`src/sv/fra_pkg.sv`:
```
// ----------------------------------------------------------------------------
// fra_pkg
// Shared widths, command and result codes for the fragment reassembler.
// ----------------------------------------------------------------------------
`default_nettype none

package fra_pkg;

   localparam int CHANNELS_DEF    = 2;
   localparam int BLOCK_BYTES_DEF = 32;

   localparam int CMD_W    = 2;
   localparam int KIND_W   = 3;
   localparam int BYTE_W   = 8;
   localparam int SIZE_W   = 8;
   localparam int TIMER_W  = 16;

   localparam logic [TIMER_W-1:0] TIMEOUT_RESET = 16'd1000;
   localparam logic [TIMER_W-1:0] TIMER_MAX     = 16'hFFFF;

   localparam logic [CMD_W-1:0] CMD_HEADER = 2'd0;
   localparam logic [CMD_W-1:0] CMD_BYTE   = 2'd1;
   localparam logic [CMD_W-1:0] CMD_TICK   = 2'd2;

   localparam logic [KIND_W-1:0] KIND_ACCEPTED  = 3'd0;
   localparam logic [KIND_W-1:0] KIND_MSG_BYTE  = 3'd1;
   localparam logic [KIND_W-1:0] KIND_EMPTY     = 3'd2;
   localparam logic [KIND_W-1:0] KIND_OVERFLOW  = 3'd3;
   localparam logic [KIND_W-1:0] KIND_ORPHAN    = 3'd4;
   localparam logic [KIND_W-1:0] KIND_ABANDONED = 3'd5;
   localparam logic [KIND_W-1:0] KIND_TIMEOUT   = 3'd6;

endpackage

`default_nettype wire

```
`src/sv/fra_if.sv`:
```
// ----------------------------------------------------------------------------
// fra_if
// Valid/ready channels of the fragment reassembler: request, response, csr.
// ----------------------------------------------------------------------------
`default_nettype none

interface fra_req_if;
   import fra_pkg::*;
   logic              valid;
   logic              ready;
   logic [CMD_W-1:0]  cmd;
   logic              chan;
   logic              head;
   logic              tail;
   logic [SIZE_W-1:0] frag_size;
   logic [BYTE_W-1:0] data_byte;

   modport source (output valid, cmd, chan, head, tail, frag_size, data_byte,
                   input ready);
   modport sink   (input valid, cmd, chan, head, tail, frag_size, data_byte,
                   output ready);
endinterface

interface fra_rsp_if;
   import fra_pkg::*;
   logic              valid;
   logic              ready;
   logic              out_chan;
   logic [KIND_W-1:0] kind;
   logic [BYTE_W-1:0] out_byte;
   logic              last;

   modport source (output valid, out_chan, kind, out_byte, last, input ready);
   modport sink   (input valid, out_chan, kind, out_byte, last, output ready);
endinterface

interface fra_csr_if;
   import fra_pkg::*;
   logic               valid;
   logic               ready;
   logic [TIMER_W-1:0] data;

   modport source (output valid, data, input ready);
   modport sink   (input valid, data, output ready);
endinterface

`default_nettype wire

```
`src/sv/fra_msg_buf.sv`:
```
// ----------------------------------------------------------------------------
// fra_msg_buf
// Message byte store: one write port, one read port, registered read data.
// ----------------------------------------------------------------------------
`default_nettype none

module fra_msg_buf #(
   parameter int DEPTH  = 64,
   parameter int ADDR_W = 6
) (
   input  wire                       clock,
   input  wire                       wr_en,
   input  wire  [ADDR_W-1:0]         wr_addr,
   input  wire  [fra_pkg::BYTE_W-1:0] wr_data,
   input  wire                       rd_en,
   input  wire  [ADDR_W-1:0]         rd_addr,
   output logic [fra_pkg::BYTE_W-1:0] rd_data
);
   import fra_pkg::*;

   logic [BYTE_W-1:0] mem [DEPTH];
   logic [BYTE_W-1:0] rd_data_ff;

   always_ff @(posedge clock) begin
      if (wr_en) begin
         mem[wr_addr] <= wr_data;
      end
      if (rd_en) begin
         rd_data_ff <= mem[rd_addr];
      end
   end

   assign rd_data = rd_data_ff;

endmodule

`default_nettype wire

```
`src/sv/fragment_reassembler_unit.sv`:
```
// ----------------------------------------------------------------------------
// fragment_reassembler_unit
// Per-channel reassembly of head/tail-flagged fragments into messages.
// ----------------------------------------------------------------------------
//  channel   dir   handshake        payload
//  req_port  in    valid/ready      cmd, chan, head, tail, frag_size, data_byte
//  rsp_port  out   valid/ready      out_chan, kind, out_byte, last
//  csr_port  in    valid/ready      data = timeout_ticks
//
//  One item at a time: an item is taken only in idle; each abandon, accept,
//  drop, empty or timeout result then goes out as one response, and each
//  delivered message byte as a buffer read, then output, paced by the single read
//  port of the message buffer. Output stalls hold the sequencer in place.
//  Reset is synchronous; channels come up closed, timeout_ticks at 1000.
//  csr writes are taken every cycle.
// ----------------------------------------------------------------------------
`default_nettype none

module fragment_reassembler_unit #(
   parameter int CHANNELS    = fra_pkg::CHANNELS_DEF,
   parameter int BLOCK_BYTES = fra_pkg::BLOCK_BYTES_DEF
) (
   input  wire       clock,
   input  wire       reset,
   fra_req_if.sink   req_port,
   fra_rsp_if.source rsp_port,
   fra_csr_if.sink   csr_port
);
   import fra_pkg::*;

   localparam int CH_W   = (CHANNELS > 1) ? $clog2(CHANNELS) : 1;
   localparam int FILL_W = $clog2(BLOCK_BYTES + 1);
   localparam int DEPTH  = CHANNELS * BLOCK_BYTES;
   localparam int ADDR_W = (DEPTH > 1) ? $clog2(DEPTH) : 1;
   localparam logic CHAN1_OK = (CHANNELS > 1);

   typedef enum logic [2:0] {
      S_IDLE,
      S_HDR,
      S_DLV_RD,
      S_DLV_WAIT,
      S_TICK
   } state_type;

   state_type state_ff, state_in;

   logic [CHANNELS-1:0]              open_ff, open_in;
   logic [CHANNELS-1:0][FILL_W-1:0]  fill_ff, fill_in;
   logic [CHANNELS-1:0][TIMER_W-1:0] timer_ff, timer_in;
   logic [CHANNELS-1:0]              to_mask_ff, to_mask_in;

   logic               pend_chan_ff, pend_chan_in;
   logic [SIZE_W-1:0]  pend_left_ff, pend_left_in;
   logic               pend_tail_ff, pend_tail_in;
   logic               pend_drop_ff, pend_drop_in;
   logic [TIMER_W-1:0] timeout_ff, timeout_in;

   logic               ab_pend_ff, ab_pend_in;
   logic               dlv_pend_ff, dlv_pend_in;
   logic [KIND_W-1:0]  main_kind_ff, main_kind_in;
   logic               emit_chan_ff, emit_chan_in;
   logic [ADDR_W-1:0]  dlv_base_ff, dlv_base_in;
   logic [FILL_W-1:0]  dlv_len_ff, dlv_len_in;
   logic [FILL_W-1:0]  dlv_idx_ff, dlv_idx_in;

   logic               rsp_valid_ff, rsp_valid_in;
   logic               rsp_chan_ff, rsp_chan_in;
   logic [KIND_W-1:0]  rsp_kind_ff, rsp_kind_in;
   logic [BYTE_W-1:0]  rsp_byte_ff, rsp_byte_in;
   logic               rsp_last_ff, rsp_last_in;

   logic               mem_we;
   logic [ADDR_W-1:0]  mem_waddr;
   logic [BYTE_W-1:0]  mem_wdata;
   logic               mem_re;
   logic [ADDR_W-1:0]  mem_raddr;
   logic [BYTE_W-1:0]  mem_rdata;

   logic               req_fire;
   logic               slot_free;

   fra_msg_buf #(
      .DEPTH  (DEPTH),
      .ADDR_W (ADDR_W)
   ) u_buf (
      .clock   (clock),
      .wr_en   (mem_we),
      .wr_addr (mem_waddr),
      .wr_data (mem_wdata),
      .rd_en   (mem_re),
      .rd_addr (mem_raddr),
      .rd_data (mem_rdata)
   );

   assign req_port.ready = (state_ff == S_IDLE);
   assign req_fire       = req_port.valid && (state_ff == S_IDLE);
   assign slot_free      = !rsp_valid_ff || rsp_port.ready;
   assign csr_port.ready = 1'b1;

   assign rsp_port.valid    = rsp_valid_ff;
   assign rsp_port.out_chan = rsp_chan_ff;
   assign rsp_port.kind     = rsp_kind_ff;
   assign rsp_port.out_byte = rsp_byte_ff;
   assign rsp_port.last     = rsp_last_ff;

   always_comb begin
      logic [CH_W-1:0]    ch;
      logic [CH_W-1:0]    sel;
      logic               open_v;
      logic [FILL_W-1:0]  fill_v;
      logic [TIMER_W-1:0] t_next;
      logic [TIMER_W-1:0] limit;
      logic [CHANNELS-1:0] mask_v;
      logic               chan_ok;
      logic               last_v;

      state_in     = state_ff;
      open_in      = open_ff;
      fill_in      = fill_ff;
      timer_in     = timer_ff;
      to_mask_in   = to_mask_ff;
      pend_chan_in = pend_chan_ff;
      pend_left_in = pend_left_ff;
      pend_tail_in = pend_tail_ff;
      pend_drop_in = pend_drop_ff;
      timeout_in   = timeout_ff;
      ab_pend_in   = ab_pend_ff;
      dlv_pend_in  = dlv_pend_ff;
      main_kind_in = main_kind_ff;
      emit_chan_in = emit_chan_ff;
      dlv_base_in  = dlv_base_ff;
      dlv_len_in   = dlv_len_ff;
      dlv_idx_in   = dlv_idx_ff;
      rsp_valid_in = rsp_valid_ff && !rsp_port.ready;
      rsp_chan_in  = rsp_chan_ff;
      rsp_kind_in  = rsp_kind_ff;
      rsp_byte_in  = rsp_byte_ff;
      rsp_last_in  = rsp_last_ff;
      mem_we       = 1'b0;
      mem_waddr    = '0;
      mem_wdata    = req_port.data_byte;
      mem_re       = 1'b0;
      mem_raddr    = dlv_base_ff + ADDR_W'(dlv_idx_ff);
      ch           = '0;
      sel          = '0;
      open_v       = 1'b0;
      fill_v       = '0;
      t_next       = '0;
      limit        = (timeout_ff == '0) ? TIMER_W'(1) : timeout_ff;
      mask_v       = '0;
      chan_ok      = 1'b0;
      last_v       = 1'b0;

      if (csr_port.valid) begin
         timeout_in = csr_port.data;
      end

      case (state_ff)
         S_IDLE: begin
            if (req_fire) begin
               case (req_port.cmd)
                  CMD_HEADER: begin
                     ch           = CH_W'(req_port.chan);
                     chan_ok      = !req_port.chan || CHAN1_OK;
                     pend_chan_in = req_port.chan;
                     pend_left_in = req_port.frag_size;
                     pend_tail_in = req_port.tail;
                     pend_drop_in = 1'b1;
                     emit_chan_in = req_port.chan;
                     ab_pend_in   = 1'b0;
                     dlv_pend_in  = 1'b0;
                     if (chan_ok) begin
                        open_v = open_ff[ch];
                        fill_v = fill_ff[ch];
                        if (req_port.head) begin
                           ab_pend_in   = open_v;
                           open_v       = 1'b1;
                           fill_v       = '0;
                           timer_in[ch] = '0;
                        end
                        open_in[ch] = open_v;
                        fill_in[ch] = fill_v;
                        if (!open_v) begin
                           fill_in[ch]  = '0;
                           timer_in[ch] = '0;
                           main_kind_in = KIND_ORPHAN;
                        end else if ((9'(fill_v) + 9'(req_port.frag_size))
                                     > 9'(BLOCK_BYTES)) begin
                           main_kind_in = KIND_OVERFLOW;
                        end else begin
                           pend_drop_in = 1'b0;
                           timer_in[ch] = '0;
                           main_kind_in = KIND_ACCEPTED;
                           if (req_port.frag_size == '0 && req_port.tail) begin
                              // empty tail fragment: deliver right after the accept
                              dlv_pend_in  = 1'b1;
                              dlv_len_in   = fill_v;
                              dlv_idx_in   = '0;
                              dlv_base_in  = ADDR_W'(ch) * ADDR_W'(BLOCK_BYTES);
                              open_in[ch]  = 1'b0;
                              fill_in[ch]  = '0;
                              timer_in[ch] = '0;
                           end
                        end
                        state_in = S_HDR;
                     end
                  end
                  CMD_BYTE: begin
                     ch      = CH_W'(pend_chan_ff);
                     chan_ok = !pend_chan_ff || CHAN1_OK;
                     if (pend_left_ff != '0) begin
                        pend_left_in = pend_left_ff - SIZE_W'(1);
                        if (!pend_drop_ff && chan_ok && open_ff[ch]) begin
                           fill_v = fill_ff[ch];
                           if (fill_ff[ch] < FILL_W'(BLOCK_BYTES)) begin
                              mem_we    = 1'b1;
                              mem_waddr = ADDR_W'(ch) * ADDR_W'(BLOCK_BYTES)
                                        + ADDR_W'(fill_ff[ch]);
                              fill_v    = fill_ff[ch] + FILL_W'(1);
                           end
                           fill_in[ch] = fill_v;
                           if (pend_left_ff == SIZE_W'(1) && pend_tail_ff) begin
                              emit_chan_in = pend_chan_ff;
                              dlv_len_in   = fill_v;
                              dlv_idx_in   = '0;
                              dlv_base_in  = ADDR_W'(ch) * ADDR_W'(BLOCK_BYTES);
                              open_in[ch]  = 1'b0;
                              fill_in[ch]  = '0;
                              timer_in[ch] = '0;
                              state_in     = S_DLV_RD;
                           end
                        end
                     end
                  end
                  CMD_TICK: begin
                     for (int i = 0; i < CHANNELS; i++) begin
                        if (open_ff[i] && !(pend_left_ff != '0 &&
                                            CH_W'(pend_chan_ff) == CH_W'(i))) begin
                           t_next = (timer_ff[i] == TIMER_MAX) ? timer_ff[i]
                                                               : timer_ff[i] + TIMER_W'(1);
                           if (t_next >= limit) begin
                              open_in[i]  = 1'b0;
                              fill_in[i]  = '0;
                              timer_in[i] = '0;
                              mask_v[i]   = 1'b1;
                           end else begin
                              timer_in[i] = t_next;
                           end
                        end
                     end
                     to_mask_in = mask_v;
                     if (mask_v != '0) begin
                        state_in = S_TICK;
                     end
                  end
                  default: begin
                  end
               endcase
            end
         end
         S_HDR: begin
            if (slot_free) begin
               rsp_valid_in = 1'b1;
               rsp_chan_in  = emit_chan_ff;
               rsp_byte_in  = '0;
               if (ab_pend_ff) begin
                  rsp_kind_in = KIND_ABANDONED;
                  rsp_last_in = 1'b0;
                  ab_pend_in  = 1'b0;
               end else begin
                  rsp_kind_in = main_kind_ff;
                  rsp_last_in = !dlv_pend_ff;
                  state_in    = dlv_pend_ff ? S_DLV_RD : S_IDLE;
               end
            end
         end
         S_DLV_RD: begin
            if (dlv_len_ff == '0) begin
               if (slot_free) begin
                  rsp_valid_in = 1'b1;
                  rsp_chan_in  = emit_chan_ff;
                  rsp_kind_in  = KIND_EMPTY;
                  rsp_byte_in  = '0;
                  rsp_last_in  = 1'b1;
                  state_in     = S_IDLE;
               end
            end else begin
               mem_re   = 1'b1;
               state_in = S_DLV_WAIT;
            end
         end
         S_DLV_WAIT: begin
            // read data holds in the buffer until the next read
            if (slot_free) begin
               last_v       = (dlv_idx_ff + FILL_W'(1)) == dlv_len_ff;
               rsp_valid_in = 1'b1;
               rsp_chan_in  = emit_chan_ff;
               rsp_kind_in  = KIND_MSG_BYTE;
               rsp_byte_in  = mem_rdata;
               rsp_last_in  = last_v;
               dlv_idx_in   = dlv_idx_ff + FILL_W'(1);
               state_in     = last_v ? S_IDLE : S_DLV_RD;
            end
         end
         S_TICK: begin
            if (slot_free) begin
               for (int i = CHANNELS - 1; i >= 0; i--) begin
                  if (to_mask_ff[i]) begin
                     sel = CH_W'(i);
                  end
               end
               mask_v       = to_mask_ff;
               mask_v[sel]  = 1'b0;
               rsp_valid_in = 1'b1;
               rsp_chan_in  = sel[0];
               rsp_kind_in  = KIND_TIMEOUT;
               rsp_byte_in  = '0;
               rsp_last_in  = (mask_v == '0);
               to_mask_in   = mask_v;
               if (mask_v == '0) begin
                  state_in = S_IDLE;
               end
            end
         end
         default: begin
            state_in = S_IDLE;
         end
      endcase
   end

   always_ff @(posedge clock) begin
      main_kind_ff <= main_kind_in;
      emit_chan_ff <= emit_chan_in;
      dlv_base_ff  <= dlv_base_in;
      dlv_len_ff   <= dlv_len_in;
      dlv_idx_ff   <= dlv_idx_in;
      rsp_chan_ff  <= rsp_chan_in;
      rsp_kind_ff  <= rsp_kind_in;
      rsp_byte_ff  <= rsp_byte_in;
      rsp_last_ff  <= rsp_last_in;
      if (reset) begin
         state_ff     <= S_IDLE;
         open_ff      <= '0;
         fill_ff      <= '0;
         timer_ff     <= '0;
         to_mask_ff   <= '0;
         pend_chan_ff <= 1'b0;
         pend_left_ff <= '0;
         pend_tail_ff <= 1'b0;
         pend_drop_ff <= 1'b0;
         timeout_ff   <= TIMEOUT_RESET;
         ab_pend_ff   <= 1'b0;
         dlv_pend_ff  <= 1'b0;
         rsp_valid_ff <= 1'b0;
      end else begin
         state_ff     <= state_in;
         open_ff      <= open_in;
         fill_ff      <= fill_in;
         timer_ff     <= timer_in;
         to_mask_ff   <= to_mask_in;
         pend_chan_ff <= pend_chan_in;
         pend_left_ff <= pend_left_in;
         pend_tail_ff <= pend_tail_in;
         pend_drop_ff <= pend_drop_in;
         timeout_ff   <= timeout_in;
         ab_pend_ff   <= ab_pend_in;
         dlv_pend_ff  <= dlv_pend_in;
         rsp_valid_ff <= rsp_valid_in;
      end
   end

   // consistency checks on per-channel state
   logic closed_nonempty;
   logic fill_too_big;

   always_comb begin
      closed_nonempty = 1'b0;
      fill_too_big    = 1'b0;
      for (int i = 0; i < CHANNELS; i++) begin
         if (!open_ff[i] && fill_ff[i] != '0) begin
            closed_nonempty = 1'b1;
         end
         if (fill_ff[i] > FILL_W'(BLOCK_BYTES)) begin
            fill_too_big = 1'b1;
         end
      end
   end

   a_closed_empty: assert property (@(posedge clock) disable iff (reset)
      !closed_nonempty)
      else $error("closed channel holds buffered bytes");

   a_fill_bound: assert property (@(posedge clock) disable iff (reset)
      !fill_too_big)
      else $error("fill level beyond block size");

   a_dlv_index: assert property (@(posedge clock) disable iff (reset)
      (state_ff == S_DLV_WAIT) |-> (dlv_idx_ff < dlv_len_ff))
      else $error("delivery index past message length");

   a_tick_mask: assert property (@(posedge clock) disable iff (reset)
      (state_ff == S_TICK) |-> (to_mask_ff != '0))
      else $error("timeout walk with nothing to report");

   a_stray_byte: assert property (@(posedge clock) disable iff (reset)
      (req_fire && req_port.cmd == CMD_BYTE && pend_left_ff == '0)
      |=> (state_ff == S_IDLE && $stable(fill_ff)))
      else $error("stray payload byte changed state");

endmodule

`default_nettype wire
```
`src/flat_wrapper.sv`:
```
// flat-port wrapper written by rule: the top's interface ports become plain ports
module fragment_reassembler_unit_flat import fra_pkg::*;
#(
   parameter int CHANNELS    = fra_pkg::CHANNELS_DEF,
   parameter int BLOCK_BYTES = fra_pkg::BLOCK_BYTES_DEF
)
  (clock, reset, req_port_valid, req_port_cmd, req_port_chan, req_port_head, req_port_tail, req_port_frag_size, req_port_data_byte, req_port_ready, rsp_port_valid, rsp_port_out_chan, rsp_port_kind, rsp_port_out_byte, rsp_port_last, rsp_port_ready, csr_port_valid, csr_port_data, csr_port_ready);
  fra_req_if req_port_i ();
  fra_rsp_if rsp_port_i ();
  fra_csr_if csr_port_i ();
  input  wire clock;
  input  wire reset;
  input wire logic [$bits(req_port_i.valid)-1:0] req_port_valid;
  input wire logic [$bits(req_port_i.cmd)-1:0] req_port_cmd;
  input wire logic [$bits(req_port_i.chan)-1:0] req_port_chan;
  input wire logic [$bits(req_port_i.head)-1:0] req_port_head;
  input wire logic [$bits(req_port_i.tail)-1:0] req_port_tail;
  input wire logic [$bits(req_port_i.frag_size)-1:0] req_port_frag_size;
  input wire logic [$bits(req_port_i.data_byte)-1:0] req_port_data_byte;
  output wire logic [$bits(req_port_i.ready)-1:0] req_port_ready;
  output wire logic [$bits(rsp_port_i.valid)-1:0] rsp_port_valid;
  output wire logic [$bits(rsp_port_i.out_chan)-1:0] rsp_port_out_chan;
  output wire logic [$bits(rsp_port_i.kind)-1:0] rsp_port_kind;
  output wire logic [$bits(rsp_port_i.out_byte)-1:0] rsp_port_out_byte;
  output wire logic [$bits(rsp_port_i.last)-1:0] rsp_port_last;
  input wire logic [$bits(rsp_port_i.ready)-1:0] rsp_port_ready;
  input wire logic [$bits(csr_port_i.valid)-1:0] csr_port_valid;
  input wire logic [$bits(csr_port_i.data)-1:0] csr_port_data;
  output wire logic [$bits(csr_port_i.ready)-1:0] csr_port_ready;
  assign req_port_i.valid = req_port_valid;
  assign req_port_i.cmd = req_port_cmd;
  assign req_port_i.chan = req_port_chan;
  assign req_port_i.head = req_port_head;
  assign req_port_i.tail = req_port_tail;
  assign req_port_i.frag_size = req_port_frag_size;
  assign req_port_i.data_byte = req_port_data_byte;
  assign req_port_ready = req_port_i.ready;
  assign rsp_port_valid = rsp_port_i.valid;
  assign rsp_port_out_chan = rsp_port_i.out_chan;
  assign rsp_port_kind = rsp_port_i.kind;
  assign rsp_port_out_byte = rsp_port_i.out_byte;
  assign rsp_port_last = rsp_port_i.last;
  assign rsp_port_i.ready = rsp_port_ready;
  assign csr_port_i.valid = csr_port_valid;
  assign csr_port_i.data = csr_port_data;
  assign csr_port_ready = csr_port_i.ready;
  fragment_reassembler_unit #(.CHANNELS(CHANNELS), .BLOCK_BYTES(BLOCK_BYTES)) u_core (.clock(clock), .reset(reset), .req_port(req_port_i), .rsp_port(rsp_port_i), .csr_port(csr_port_i));
endmodule
```
`config.mk`:
```
export PLATFORM = sky130hd
export DESIGN_NAME = fragment_reassembler_unit_flat
export DESIGN_NICKNAME = d
export VERILOG_FILES = /design/src/sv/fra_pkg.sv /design/src/sv/fra_if.sv /design/src/sv/fra_msg_buf.sv /design/src/sv/fragment_reassembler_unit.sv /design/src/flat_wrapper.sv
export SDC_FILE = /design/constraint.sdc
export NUM_CORES = 1
export LEC_CHECK = 0
export BUFFER_PORTS_ARGS = -buffer_cell sky130_fd_sc_hd__buf_4
export CORE_ASPECT_RATIO = 0.5
export CORE_UTILIZATION = 45
export DETAILED_ROUTE_END_ITERATION = 10
export PLACE_DENSITY = 0.57
export REMOVE_ABC_BUFFERS = 1
export SKIP_CTS_REPAIR_TIMING = 1
export SLEW_MARGIN = 30
export SYNTH_ARGS = -nofsm -noshare
export SYNTH_HDL_FRONTEND = slang
export SYNTH_HIERARCHICAL = 1
export SYNTH_SLANG_ARGS = --single-unit
```
`constraint.sdc`:
```
create_clock -name clock -period 5.4 [get_ports clock]
set_input_delay 0.54 -clock clock [delete_from_list [all_inputs] [get_ports clock]]
set_output_delay 0.54 -clock clock [all_outputs]
set_load 0.05 [all_outputs]
```
-- After elaboration in Yosys (flattened, before gate mapping)
Memory sizes are Yosys's and may differ from the RTL's. A register that Yosys moved wholly into a read port is not among the register bits.
Cells that the tools add are included.
- output and inout port bits: 16
- RAM bits: 512
- word-level logic and storage cells: 351
- flip-flop bits (word level): 116
- memories: 1
- input bits: 42
- memories (memory ; depth ; width ; read ports ; clocked after memory_dff ; write ports ; RTL line ; RTL):
    u_core.u_buf.mem ; 64 ; 8 ; 1 ; 1 ; 1 ; fra_msg_buf.sv:21 ; logic [BYTE_W-1:0] mem [DEPTH];
- bitwise operators: 17
- add/sub/neg operators: 8
- reduce and logical (&&, ||, !) cells: 55
- muxes and demuxes: 195
- equal/unequal tests: 40
- order comparisons: 10
- operator list (operator ; number):
    $mux 32 ; 10
    $mux 6 ; 46
    $mux 16 ; 9
    $and 32x32->32 ; 4
    $pmux 32 s3 ; 1
    $mux 12 ; 6
    $not 32->32 ; 2
    $mux 1 ; 62
    $mux 3 ; 18
    $pmux 6 s2 ; 4
    $ne 2x1->1 const B ; 18
    $pmux 12 s3 ; 1
    $add 16x1->16 const B ; 2
    $demux 16 s1 ; 2
    $eq 16x16->1 const B ; 2
    $ge 16x16->1 ; 2
    $mux 8 ; 4
    $reduce_and 7->1 ; 4
    $and 12x12->12 ; 2
    $bwmux 12 ; 2
    $mux 2 ; 12
    $not 12->12 ; 2
    $pmux 8 s3 ; 1
    $ne 3x2->1 const B ; 7
    55 further kinds ; 102

-- Depth between registers and ports, before layout
- depth after elaboration: 16
- depth in mapped cells: 17
- mapped depth without buffers: 14

-- By module
Netlist, hierarchy kept.
- by module, submodules not included (module ; area each (µm²) ; sequential area each (µm²) ; cells each ; instances):
    fra_msg_buf ; 20270.7 ; 15615.0 ; 972 ; 1
    fragment_reassembler_unit ; 7706.1 ; 2492.4 ; 939 ; 1

-- Worst setup path before layout
No wires, ideal clock.
- path type: register -> register
- start: register (tool-made name)
- end: register u_core/fill_ff[7] (netlist name)
- required time: 5276 ps
- data arrival time: 3997 ps
- library setup time: 124 ps
- clock period less this slack: 4121 ps
- stages on the path, launching flop included: 16
- path buffers: 2
- slack: 1279 ps
- cells stage by stage: dfxtp_1 clkbuf_1 nand3_1 or2_2 a2111oi_2 nor4b_1 xnor2_1 ha_1 and3_1 nand4_1 a2111oi_1 and4bb_1 buf_6 o41a_1 a41oi_2 o22ai_1
- RTL lines (what ; RTL line ; RTL):
    to (signal assigned) ; fragment_reassembler_unit.sv:358 ; fill_ff <= fill_in;
    to (decl) ; fragment_reassembler_unit.sv:48 ; logic [CHANNELS-1:0][FILL_W-1:0] fill_ff, fill_in;

==> results.yml <==
clocking:
  cts_tree: "done"
  clk_latency_ns: 0.63
  cts.reportedPaths.clkPinSlew_ns: 0.07
  clockBufferDepth: 3
  cts_buffers: 56
  ctsHtreeMaxLevel: 2
  cts.sinks: 630
  clockRootBuffer: "clkbuf_16"
sta:
  totalNegativeSetupSlack_ns: 0
  worst-slew-pin-transition_ns: 1.02
  fin_skew_ns: 0.0154
  fin_crit_sh_pct: 85.3
  rsz0062_at_grt: "no"
  fmax_mhz: 217
  fin_crit_ns: 4.61
  finalHoldViolCount: 0
  drv_slew: 0
  setup_viol: 0
  relSlewSlack_pct: 32.0
  timing.hold.ws_ns: 0.142
finish:
  final_util_pct: 51.0
  final_cell_mix: "edfxtp_1, nor2_1, mux4_2, nand2_1, buf_4"
  drive_gt1_share_pct: 16.5
  areaGrowthSynthToFinish_pct: 11.7
  diodes: 0
  finalInstanceArea_um2: 31200
  fin_cells: 2833
  layout_commonest_cell: "edfxtp_1"
  fin_nets: 2055
grt:
  top_usage_layer: "met2"
  antenna_found_initial: 0
  grt_use_met1_pct: 30.1
  grt-ovfl-total: 0
  grt.met3_usage_pct: 4.12
  use_met2_pct: 35.9
  grt_pass1_vias: 16400
  grt_max_degree: 112
  track_usage_pct: 21.8
  grt_pass1_wl_um: 103000
setup_path:
  cp_max_fo: 11
  arrival_ns: 5.11
  end_kind: "register"
  crit_required_ns: 5.90
  startpoint_type: "register"
  path_class: "register to register"
power:
  power_density_nw_per_um2: 336
  p_leak_nw: 10.2
  peakVddDrop_mv: 0.248
logic_synthesis:
  ys_async_sr_fraction_pct: 0
  synth_top_area_share_pct: 58.9
  synthCells: 1911
  synth-main-ff-cell: "edfxtp_1"
  avgSynthCellArea_um2: 14.6
  ys_ff_latch: 630
  ys.warnings.count: 6
  synth_area_um2: 28000
  ys_seq_area_share_pct: 64.7
  synth_top_area_cell: "edfxtp_1"
  synth_cell_type_count: 85
  synthTopCellsByArea: "edfxtp_1, mux4_2, dfxtp_1, nor2_1, ha_1"
  synth-edff-count: 549
place:
  place_inst: 2730
  place_congestion: 0.840
  io_buffers: 56
  dpl_cell_area_um2: 29300
  dpl.hpwl_um: 44800
status:
  status: "complete, no violations"
floorplanning:
  io_pins: 58
  coreArea_um2: 61300
  die_w_um: 355
  die_height_um: 178
  rows: 64
  die-area_um2: 63200
  start_util_pct: 45.7
routing:
  drc: 0
  via_per_inst: 5.95
  vias: 16900
  drt-pass1-iter-count: 5
  drt-initial-drc-count: 1471
  routedWlPerCell_um: 24.4
  drt-total-wl_um: 69100
  ant_nets: 0
hold_path:
  hold_path.class: "input pin to register"
flow_run:
  max-cap-violations: 0
-- synth_stat cells (all sizes together), types with 14 or more instances --
| master | number |
|---|---|
| a22oi | 17 |
| or2 | 15 |
| a21oi | 54 |
| nor4 | 18 |
| buf | 39 |
| a31oi | 15 |
| xnor2 | 30 |
| dfxtp | 81 |
| nor2b | 18 |
| mux4 | 124 |
| clkbuf | 59 |
| nor3 | 22 |
| nand2b | 14 |
| edfxtp | 549 |
| ha | 49 |
| and3 | 18 |
| mux2i | 44 |
| o22ai | 28 |
| o21ai | 79 |
| nor2 | 166 |
| inv | 74 |
| nand4 | 19 |
| nand2 | 105 |
| nand3 | 52 |
-- final timing paths --
kind,from,cells after the start,endpoint,slack (ns)
min,csr_port_data[8],3,u_core/timeout_ff[8],0.14
max,register,15,u_core/fill_ff[7],0.79
max reg2reg,register,15,u_core/fill_ff[7],0.79
min reg2reg,u_core/pend_tail_ff,2,u_core/pend_tail_ff,0.48
-- sequential cells by signal (all words and copies together) (netlist names), 2 cells and up, named ones only --
name and count:
u_core/main_kind_ff 2, u_core/open_ff 2, u_core/dlv_len_ff 6, u_core/timer_ff 8, u_core/state_ff 3, u_core/dlv_idx_ff 6
u_core/pend_left_ff 8, u_core/timeout_ff 16, u_core/to_mask_ff 2, u_core/fill_ff 12, u_core/u_buf/rd_data 8, u_core/u_buf/mem 512
u_core/rsp_port.out_byte 8, u_core/rsp_port.kind 3
-- per-layer routing --
| layer | wire, um | vias up |
|---|---|---|
| met5 | 0 | - |
| met4 | 1380 | 0 |
| met1 | 30300 | 8639 |
| li1 | - | 7609 |
| met3 | 4470 | 89 |
| met2 | 32900 | 521 |
-- cells by family after synthesis --
logic type | after synthesis | synth area share, %
AO/OA/AOI/OAI | 324 | 7.83
XOR/XNOR | 44 | 1.43
adder cells (fa/ha/maj) | 50 | 2.26
buffers and inverters | 174 | 2.76
flip-flops | 630 | 64.7
multiplexers | 172 | 11.7
other | 1 | 0.0134
AND/OR/NAND/NOR | 516 | 9.26
-- final cells by class --
cell class                      instances  area, um2
Clock buffer                           74       1500
Clock inverter                         29        479
Inverter                               76        285
Fill cell                            5138      30000
Tap cell                              825       1030
Multi-Input combinational cell       1107       9110
Sequential cell                       630      18100
Timing Repair Buffer                   92        728
-- through the flow --
step	setup slack, ns	power (mW)
after global placement	0.935	6.23
after detailed placement	0.815	6.24
after CTS	0.782	10.6
after floorplan	-1.70	5.93
after global routing	0.375	10.8
final	0.793	10.5
-- critical path: stages (launching register included) --
cell,delay [ns]
dfxtp_1,0.46
nand3_1,0.15
or2_2,0.32
a2111oi_2,0.34
buf_4,0.20
nor4b_1,0.51
xnor2_1,0.14
ha_1,0.31
and3_1,0.21
nand4_1,0.11
a2111oi_1,0.35
and4bb_1,0.37
buf_4,0.24
o41a_1,0.44
a41oi_2,0.24
o22ai_1,0.11
-- power breakdown --
group	total (mW)	switching, mW	internal [mW]
Sequential	5.36	0.0321	5.33
Combinational	0.767	0.495	0.272
Clock	4.37	1.83	2.54
Total	10.5	2.36	8.14
Power figures use the tool's default switching activity.
